$ cat config.mk
export PLATFORM = sky130hd
export DESIGN_NAME = voice_steal_selector_flat
export DESIGN_NICKNAME = d
export VERILOG_FILES = /design/src/vss_pkg.sv /design/src/vss_if.sv /design/src/vss_scan.sv /design/src/voice_steal_selector.sv /design/src/flat_wrapper.sv
export SDC_FILE = /design/constraint.sdc
export NUM_CORES = 1
export LEC_CHECK = 0
export BUFFER_PORTS_ARGS = -buffer_cell sky130_fd_sc_hd__clkbuf_2
export CAP_MARGIN = 15
export CORE_ASPECT_RATIO = 0.7
export CORE_UTILIZATION = 27
export CTS_CLUSTER_DIAMETER = 80
export DETAILED_ROUTE_END_ITERATION = 10
export GPL_TIMING_DRIVEN = 0
export SETUP_SLACK_MARGIN = 0.15
export SLEW_MARGIN = 10
export SYNTH_ARGS = -nofsm -noshare
export SYNTH_HDL_FRONTEND = slang
export SYNTH_HIERARCHICAL = 1
export SYNTH_SLANG_ARGS = --single-unit
$ cat constraint.sdc
create_clock -name clock -period 6.2 [get_ports clock]
set_input_delay 1.24 -clock clock [delete_from_list [all_inputs] [get_ports clock]]
set_output_delay 1.24 -clock clock [all_outputs]
set_load 0.02 [all_outputs]
$ cat src/vss_pkg.sv
`timescale 1ns / 1ps
`default_nettype none

package vss_pkg;

   // steal policy codes
   localparam logic [1:0] POLICY_NONE   = 2'd0;
   localparam logic [1:0] POLICY_OLDEST = 2'd1;
   localparam logic [1:0] POLICY_QUIET  = 2'd2;
   localparam logic [1:0] POLICY_FAR    = 2'd3;

   localparam int SLOT_W  = 6;
   localparam int LEVEL_W = 16;
   localparam int TIME_W  = 32;
   localparam int DIST_W  = 32;

   typedef struct packed {
      logic [SLOT_W-1:0]  slot;
      logic               active;
      logic               is_requester;
      logic [LEVEL_W-1:0] level;
      logic [TIME_W-1:0]  finish_time;
      logic [DIST_W-1:0]  dist_sq;
      logic               last_item;
   } record_type;

   typedef struct packed {
      logic              victim_found;
      logic [SLOT_W-1:0] victim_slot;
   } verdict_type;

endpackage

`default_nettype wire

$ cat src/vss_if.sv
`timescale 1ns / 1ps
`default_nettype none

// channel record request
interface vss_req_if;
   logic                       valid;
   logic                       ready;
   logic [vss_pkg::SLOT_W-1:0]  slot;
   logic                       active;
   logic                       is_requester;
   logic [vss_pkg::LEVEL_W-1:0] level;
   logic [vss_pkg::TIME_W-1:0]  finish_time;
   logic [vss_pkg::DIST_W-1:0]  dist_sq;
   logic                       last_item;

   modport source (output valid, slot, active, is_requester, level, finish_time, dist_sq,
                   last_item, input ready);
   modport sink   (input valid, slot, active, is_requester, level, finish_time, dist_sq,
                   last_item, output ready);
endinterface

// verdict
interface vss_rsp_if;
   logic                      valid;
   logic                      ready;
   logic                      victim_found;
   logic [vss_pkg::SLOT_W-1:0] victim_slot;

   modport source (output valid, victim_found, victim_slot, input ready);
   modport sink   (input valid, victim_found, victim_slot, output ready);
endinterface

// policy register write
interface vss_csr_if;
   logic       valid;
   logic       ready;
   logic [1:0] policy;

   modport source (output valid, policy, input ready);
   modport sink   (input valid, policy, output ready);
endinterface

`default_nettype wire

$ cat src/vss_scan.sv
`timescale 1ns / 1ps
`default_nettype none

module vss_scan (
   input  wire logic                 clock,
   input  wire logic                 reset,
   input  wire logic                 step,
   input  wire logic [1:0]           policy,
   input  wire vss_pkg::record_type  rec,
   output vss_pkg::verdict_type      verdict
);

   // a beats b: lower level, or equal level and strictly earlier finish
   function automatic logic quieter(input logic [vss_pkg::LEVEL_W-1:0] al,
                                    input logic [vss_pkg::TIME_W-1:0]  af,
                                    input logic [vss_pkg::LEVEL_W-1:0] bl,
                                    input logic [vss_pkg::TIME_W-1:0]  bf);
      logic r;
      if (al == bl) begin
         r = (af < bf);
      end else begin
         r = (al < bl);
      end
      return r;
   endfunction

   logic                        best_valid_ff, best_valid_in;
   logic [vss_pkg::SLOT_W-1:0]  best_slot_ff, best_slot_in;
   logic [vss_pkg::LEVEL_W-1:0] best_level_ff, best_level_in;
   logic [vss_pkg::TIME_W-1:0]  best_finish_ff, best_finish_in;
   logic [vss_pkg::DIST_W-1:0]  best_dist_ff, best_dist_in;
   logic                        req_seen_ff, req_seen_in;
   logic [vss_pkg::LEVEL_W-1:0] req_level_ff, req_level_in;
   logic [vss_pkg::TIME_W-1:0]  req_finish_ff, req_finish_in;
   logic [vss_pkg::DIST_W-1:0]  req_dist_ff, req_dist_in;
   logic                        blocked_ff, blocked_in;
   logic                        take;
   logic                        found;

   always_comb begin
      take       = 1'b0;
      blocked_in = blocked_ff;
      unique case (policy)
         vss_pkg::POLICY_NONE: begin
            take = 1'b0;
         end
         vss_pkg::POLICY_OLDEST: begin
            if (!best_valid_ff && !blocked_ff) begin
               if (rec.is_requester) begin
                  blocked_in = 1'b1;
               end else if (rec.active) begin
                  take = 1'b1;
               end
            end
         end
         vss_pkg::POLICY_QUIET: begin
            take = rec.active && (!best_valid_ff ||
                   quieter(rec.level, rec.finish_time, best_level_ff, best_finish_ff));
         end
         vss_pkg::POLICY_FAR: begin
            take = rec.active && (!best_valid_ff || (rec.dist_sq > best_dist_ff));
         end
      endcase

      best_valid_in  = best_valid_ff | take;
      best_slot_in   = take ? rec.slot        : best_slot_ff;
      best_level_in  = take ? rec.level       : best_level_ff;
      best_finish_in = take ? rec.finish_time : best_finish_ff;
      best_dist_in   = take ? rec.dist_sq     : best_dist_ff;
      req_seen_in    = req_seen_ff | rec.is_requester;
      req_level_in   = rec.is_requester ? rec.level       : req_level_ff;
      req_finish_in  = rec.is_requester ? rec.finish_time : req_finish_ff;
      req_dist_in    = rec.is_requester ? rec.dist_sq     : req_dist_ff;

      // verdict from the state including this record
      unique case (policy)
         vss_pkg::POLICY_NONE:   found = 1'b0;
         vss_pkg::POLICY_OLDEST: found = best_valid_in;
         vss_pkg::POLICY_QUIET:  found = best_valid_in && (!req_seen_in ||
                                 quieter(best_level_in, best_finish_in,
                                         req_level_in, req_finish_in));
         vss_pkg::POLICY_FAR:    found = best_valid_in &&
                                 (!req_seen_in || (best_dist_in > req_dist_in));
      endcase

      verdict.victim_found = found;
      verdict.victim_slot  = found ? best_slot_in : '0;
   end

   always_ff @(posedge clock) begin
      if (reset || (step && rec.last_item)) begin
         best_valid_ff  <= 1'b0;
         best_slot_ff   <= '0;
         best_level_ff  <= '0;
         best_finish_ff <= '0;
         best_dist_ff   <= '0;
         req_seen_ff    <= 1'b0;
         req_level_ff   <= '0;
         req_finish_ff  <= '0;
         req_dist_ff    <= '0;
         blocked_ff     <= 1'b0;
      end else if (step) begin
         best_valid_ff  <= best_valid_in;
         best_slot_ff   <= best_slot_in;
         best_level_ff  <= best_level_in;
         best_finish_ff <= best_finish_in;
         best_dist_ff   <= best_dist_in;
         req_seen_ff    <= req_seen_in;
         req_level_ff   <= req_level_in;
         req_finish_ff  <= req_finish_in;
         req_dist_ff    <= req_dist_in;
         blocked_ff     <= blocked_in;
      end
   end

endmodule

`default_nettype wire

$ cat src/voice_steal_selector.sv
`timescale 1ns / 1ps
`default_nettype none

// Voice steal selector.
// req_ch carries one channel record per request, in list order; the request
// with last_item set closes the scan. rsp_ch carries one verdict per scan
// (victim_found, victim_slot; slot reads 0 when nothing is to be stolen).
// csr_ch writes the 2-bit policy: none, oldest, quietest, farthest. It is
// always ready and should only be written between scans.
// A request is registered on acceptance and judged against the running
// candidate when processed; a last_item record also loads the verdict
// register, which drives rsp_ch. Throughput: one request per cycle unless a
// last_item record waits on the verdict register; only the compare of one
// record against the running best and requester record sits between registers.
// Reset (synchronous, active high) clears the scan state, empties both
// registers and sets the policy to none.
// Receiver stall: records keep flowing while a verdict waits; only a
// last_item record holds in the input register until the verdict register
// is free, and req_ch.ready drops behind it.

module voice_steal_selector (
   input  wire logic   clock,
   input  wire logic   reset,
   vss_req_if.sink     req_ch,
   vss_rsp_if.source   rsp_ch,
   vss_csr_if.sink     csr_ch
);

   logic [1:0]           policy_ff;
   logic                 in_valid_ff;
   vss_pkg::record_type  in_rec_ff;
   logic                 out_valid_ff;
   vss_pkg::verdict_type out_ff;
   vss_pkg::verdict_type verdict;
   logic                 proc;
   logic                 req_take;

   // policy register
   assign csr_ch.ready = 1'b1;

   always_ff @(posedge clock) begin
      if (reset) begin
         policy_ff <= vss_pkg::POLICY_NONE;
      end else if (csr_ch.valid) begin
         policy_ff <= csr_ch.policy;
      end
   end

   // a record is processed unless it closes the scan and the verdict slot is full and not being taken
   assign proc     = in_valid_ff && (!in_rec_ff.last_item || !out_valid_ff || rsp_ch.ready);
   assign req_ch.ready = !in_valid_ff || proc;
   assign req_take = req_ch.valid && req_ch.ready;

   // input register
   always_ff @(posedge clock) begin
      if (reset) begin
         in_valid_ff <= 1'b0;
      end else if (req_ch.ready) begin
         in_valid_ff <= req_ch.valid;
      end
   end

   always_ff @(posedge clock) begin
      if (req_take) begin
         in_rec_ff.slot         <= req_ch.slot;
         in_rec_ff.active       <= req_ch.active;
         in_rec_ff.is_requester <= req_ch.is_requester;
         in_rec_ff.level        <= req_ch.level;
         in_rec_ff.finish_time  <= req_ch.finish_time;
         in_rec_ff.dist_sq      <= req_ch.dist_sq;
         in_rec_ff.last_item    <= req_ch.last_item;
      end
   end

   vss_scan u_scan (
      .clock   (clock),
      .reset   (reset),
      .step    (proc),
      .policy  (policy_ff),
      .rec     (in_rec_ff),
      .verdict (verdict)
   );

   // verdict register
   always_ff @(posedge clock) begin
      if (reset) begin
         out_valid_ff <= 1'b0;
      end else if (proc && in_rec_ff.last_item) begin
         out_valid_ff <= 1'b1;
      end else if (rsp_ch.ready) begin
         out_valid_ff <= 1'b0;
      end
   end

   always_ff @(posedge clock) begin
      if (proc && in_rec_ff.last_item) begin
         out_ff <= verdict;
      end
   end

   assign rsp_ch.valid        = out_valid_ff;
   assign rsp_ch.victim_found = out_ff.victim_found;
   assign rsp_ch.victim_slot  = out_ff.victim_slot;

   // a verdict only ever follows a closing record
   a_rsp_from_last: assert property (@(posedge clock) disable iff (reset)
      $rose(out_valid_ff) |-> $past(proc && in_rec_ff.last_item))
      else $error("verdict raised without a closing record");

   // back-pressure only from a closing record blocked by a waiting verdict
   a_stall_cause: assert property (@(posedge clock) disable iff (reset)
      !req_ch.ready |-> (in_valid_ff && in_rec_ff.last_item && out_valid_ff && !rsp_ch.ready))
      else $error("request side stalled without cause");

   // no victim means a zero slot
   a_zero_slot: assert property (@(posedge clock) disable iff (reset)
      (out_valid_ff && !out_ff.victim_found) |-> (out_ff.victim_slot == '0))
      else $error("slot reported without a victim");

endmodule

`default_nettype wire
$ cat src/flat_wrapper.sv
// flat-port wrapper written by rule: the top's interface ports become plain ports
module voice_steal_selector_flat 
  (clock, reset, req_ch_valid, req_ch_slot, req_ch_active, req_ch_is_requester, req_ch_level, req_ch_finish_time, req_ch_dist_sq, req_ch_last_item, req_ch_ready, rsp_ch_valid, rsp_ch_victim_found, rsp_ch_victim_slot, rsp_ch_ready, csr_ch_valid, csr_ch_policy, csr_ch_ready);
  vss_req_if req_ch_i ();
  vss_rsp_if rsp_ch_i ();
  vss_csr_if csr_ch_i ();
  input  wire logic clock;
  input  wire logic reset;
  input wire logic [$bits(req_ch_i.valid)-1:0] req_ch_valid;
  input wire logic [$bits(req_ch_i.slot)-1:0] req_ch_slot;
  input wire logic [$bits(req_ch_i.active)-1:0] req_ch_active;
  input wire logic [$bits(req_ch_i.is_requester)-1:0] req_ch_is_requester;
  input wire logic [$bits(req_ch_i.level)-1:0] req_ch_level;
  input wire logic [$bits(req_ch_i.finish_time)-1:0] req_ch_finish_time;
  input wire logic [$bits(req_ch_i.dist_sq)-1:0] req_ch_dist_sq;
  input wire logic [$bits(req_ch_i.last_item)-1:0] req_ch_last_item;
  output wire logic [$bits(req_ch_i.ready)-1:0] req_ch_ready;
  output wire logic [$bits(rsp_ch_i.valid)-1:0] rsp_ch_valid;
  output wire logic [$bits(rsp_ch_i.victim_found)-1:0] rsp_ch_victim_found;
  output wire logic [$bits(rsp_ch_i.victim_slot)-1:0] rsp_ch_victim_slot;
  input wire logic [$bits(rsp_ch_i.ready)-1:0] rsp_ch_ready;
  input wire logic [$bits(csr_ch_i.valid)-1:0] csr_ch_valid;
  input wire logic [$bits(csr_ch_i.policy)-1:0] csr_ch_policy;
  output wire logic [$bits(csr_ch_i.ready)-1:0] csr_ch_ready;
  assign req_ch_i.valid = req_ch_valid;
  assign req_ch_i.slot = req_ch_slot;
  assign req_ch_i.active = req_ch_active;
  assign req_ch_i.is_requester = req_ch_is_requester;
  assign req_ch_i.level = req_ch_level;
  assign req_ch_i.finish_time = req_ch_finish_time;
  assign req_ch_i.dist_sq = req_ch_dist_sq;
  assign req_ch_i.last_item = req_ch_last_item;
  assign req_ch_ready = req_ch_i.ready;
  assign rsp_ch_valid = rsp_ch_i.valid;
  assign rsp_ch_victim_found = rsp_ch_i.victim_found;
  assign rsp_ch_victim_slot = rsp_ch_i.victim_slot;
  assign rsp_ch_i.ready = rsp_ch_ready;
  assign csr_ch_i.valid = csr_ch_valid;
  assign csr_ch_i.policy = csr_ch_policy;
  assign csr_ch_ready = csr_ch_i.ready;
  voice_steal_selector u_core (.clock(clock), .reset(reset), .req_ch(req_ch_i), .rsp_ch(rsp_ch_i), .csr_ch(csr_ch_i));
endmodule
==> results.yml <==
sta:
  tightest_slew_ns: 1.19
  setup_viol: 0
  grt_setup_unrepaired: "false"
  finalCritPeriodShare_pct: 94.1
  max_freq_mhz: 171
  slew_violations: 0
  finalClockSkew_ns: 0.0164
  relSlewSlack_pct: 20.4
  period_minus_slack_ns: 5.83
  final_hold_viol_count: 0
  setup_slack_ns: 0.365
placement:
  place.gp.congestion: 0.904
  hpwl_mm: 31.0
  port_buffers: 104
  place_area_mm2: 0.0161
  post-place-ws_ns: -0.518
die:
  dieArea_mm2: 0.0553
  row_count: 71
  fp.dieW_um: 281
  core_mm2: 0.0537
  die_y_um: 197
  initial_utilization_pct: 27.3
  ios: 106
worst_setup_path:
  endpoint_kind: "flip-flop"
  path_class: "flip-flop to flip-flop"
  crit_slowest_cell: "a2111oi_0"
  crit_start: "u_core/in_rec_ff[70]"
  crit_family: "compound AO/OA/AOI/OAI gates"
  r2r_slack_ns: 0.37
  start_kind: "flip-flop"
  crit_cells: 20
  ff2ff_path_depth: 20
  cp.buffers_inverters: 4
  cp.arrival_ns: 6.20
  worstPathMaxFanout: 10
  cp-endpoint: "u_core/rsp_ch.victim_slot[3]"
  timing.rr.end: "u_core/rsp_ch.victim_slot[3]"
  path_cells: "ha_1, nand4_1, or3_4, nor4b_4, o2111ai_1, or2_1, buf_4, a31oi_4, buf_6, clkbuf_2, o21ai_0, ha_1, a21o_1, a21o_1, a2111oi_0, a31oi_1, o211ai_1, a31oi_4, buf_4, a211oi_1"
  reg2reg_from: "u_core/in_rec_ff[70]"
  cp.required_ns: 6.56
  slowest_delay_ns: 0.56
grt:
  grt_pass1_vias: 11500
  grt_max_degree: 47
  overflow: 0
  grt_pass1_wl_mm: 65.0
  track_usage_pct: 14.8
  antenna_found_initial: 1
status:
  status: "completed"
synth:
  ys_types: 60
  synth.yosys.warnings: 6
  synth_nets: 1815
  yosysTopAreaCellShare_pct: 23.6
  yosysMostFrequentCell: "nand2_1"
  yosysSeqAreaShare_pct: 43.2
  synth_area_leader_cell: "dfxtp_1"
  synth_edf_count: 96
  synth_cells: 1561
  ys_ff_latch: 269
  synthArstFlopShare_pct: 0
  syn-cell-area_mm2: 0.0147
  yosys-top-cells-area: "dfxtp_1, edfxtp_1, ha_1, mux2i_1, nand2_1"
  synth_ff_type: "dfxtp_1"
  synth.avg_cell_area_um2: 9.40
  ys_top_cells_by_count: "nand2_1, dfxtp_1, mux2i_1"
route:
  drc: 0
  viasPerCell: 4.88
  vias: 12000
  drt_iter0_markers: 800
  routed_wl_mm: 41.6
  antenna_left: 0
  dr.pass1.iters: 5
  routedWlPerCell_um: 16.9
layout:
  insertedDiodeCount: 0
  final_nets: 1958
  fillers: 5551
  drive_gt1_share_pct: 12.6
  finish.utilization_pct: 32.3
  fin_area_mm2: 0.0173
  area_growth_pct: 18.2
clock_network:
  clkTransAtPathRegs_ns: 0.06
  cts_tree: "yes"
  clk_latency_ns: 0.58
  clockRootBuffer: "clkbuf_16"
  cts.sinks: 269
  h-tree-depth: 1
  numCtsBuffers: 30
  postCtsHoldBufs: 0
  cts.path.max_buffers: 3
pwr:
  power_density_mw_per_mm2: 245
  power.total_mw: 4.24
  vdd_drop_max_v: 0.000201
  p_leak_nw: 6.55
hold_path:
  hold_path.class: "flip-flop to flip-flop"
job:
  drv_cap: 0
cell usage in the layout, fill, tap and decap left out, drive strengths merged, types with 14 or more instances in the layout:
cell type / instances
inv: 85
clkbuf: 194
nand2: 268
edfxtp: 96
buf: 27
nor2: 118
o21ai: 101
ha: 158
clkinv: 15
nand3: 14
a21o: 16
a21oi: 129
mux2i: 168
o21a: 16
nand4: 32
dfxtp: 173
cells by family (layout without fill, tap and decap cells):
kind of cell	count (synthesis)	after routing	share of synthesized area [%]
fa+ha+maj	158	158	13.5
other cells	1	1	0.0255
simple gates	473	473	13.6
flops	269	269	43.2
buf+inv	162	327	4.86
mux	170	170	11.6
compound gates	328	328	13.2
area by class of cell:
cell class | count | area [um^2] | area share (%)
multi-input combinational | 1130 | 7760 | 44.8
sequential | 269 | 6350 | 36.6
tap | 730 | 913 | 5.27
clock buffer | 33 | 793 | 4.57
timing repair buffer | 111 | 593 | 3.42
buffer | 77 | 429 | 2.47
inverter | 85 | 319 | 1.84
clock inverter | 21 | 188 | 1.08
metal layers:
| layer | track usage (%) | vias up | wire (um) |
|---|---|---|---|
| met5 | 0 | - | 0 |
| li1 | - | 5824 | - |
| met2 | 21.9 | 374 | 17100 |
| met3 | 2.27 | 56 | 2600 |
| met1 | 22.6 | 5729 | 21300 |
| met4 | 2.75 | 0 | 658 |
repair_timing:
| item | CTS | global route |
|---|---|---|
| buffers inserted | 1 | 5 |
| resized for setup | 19 | 25 |
| endpoints found under the setup margin | 7 | 7 |
| gates cloned | 0 | 0 |
| pin swaps | 1 | 1 |
worst reg2reg max path, cell delays in order, from the launching register on:
cell and delay, ns:
edfxtp_1 0.50, ha_1 0.35, nand4_1 0.10, or3_4 0.42
nor4b_4 0.36, o2111ai_1 0.19, or2_1 0.26, buf_4 0.18
a31oi_4 0.26, buf_6 0.23, clkbuf_2 0.29, o21ai_0 0.13
ha_1 0.30, a21o_1 0.19, a21o_1 0.17, a2111oi_0 0.56
a31oi_1 0.28, o211ai_1 0.29, a31oi_4 0.08, buf_4 0.18
a211oi_1 0.33
worst min path at each step:
stage / cells past startpoint / slack (ns) / end / start
floorplan: 2 / 0.43 / u_core/u_scan/req_dist_ff[0] / u_core/u_scan/req_dist_ff[0]
global placement: 2 / 0.44 / u_core/u_scan/req_dist_ff[8] / u_core/u_scan/req_dist_ff[8]
detailed placement: 2 / 0.45 / u_core/u_scan/req_finish_ff[7] / u_core/u_scan/req_finish_ff[7]
CTS: 2 / 0.46 / u_core/u_scan/req_finish_ff[7] / u_core/u_scan/req_finish_ff[7]
global route: 2 / 0.47 / u_core/u_scan/req_finish_ff[30] / u_core/u_scan/req_finish_ff[30]
finish: 2 / 0.46 / u_core/u_scan/req_finish_ff[25] / u_core/u_scan/req_finish_ff[25]
report_power, final:
group	switching [mW]	internal (mW)
Clock	0.772	1.01
Sequential	0.0700	1.89
Combinational	0.296	0.204
state kept, by name, summed over array words and instances (netlist names):
register and count:
u_core/rsp_ch.victim_found 1, u_core/u_scan/best_dist_ff 32, u_core/u_scan/req_finish_ff 32, u_core/u_scan/blocked_ff 1
u_core/rsp_ch.valid 1, u_core/u_scan/best_level_ff 16, u_core/in_valid_ff 1, u_core/u_scan/req_dist_ff 32
u_core/in_rec_ff 89, u_core/policy_ff 2, u_core/u_scan/req_seen_ff 1, u_core/u_scan/best_slot_ff 6
u_core/u_scan/req_level_ff 16, u_core/u_scan/best_finish_ff 32, u_core/rsp_ch.victim_slot 6, u_core/u_scan/best_valid_ff 1
stage by stage:
stage,hold slack [ns],setup TNS (ns),std cells
after floorplan,0.434,0,1561
after global placement,0.441,-4.24,2395
after detailed placement,0.447,-3.23,2396
after CTS,0.456,0,2451
after global routing,0.474,0,2456
final,0.458,0,2456
Note: power is estimated with default switching activity, not from simulation.
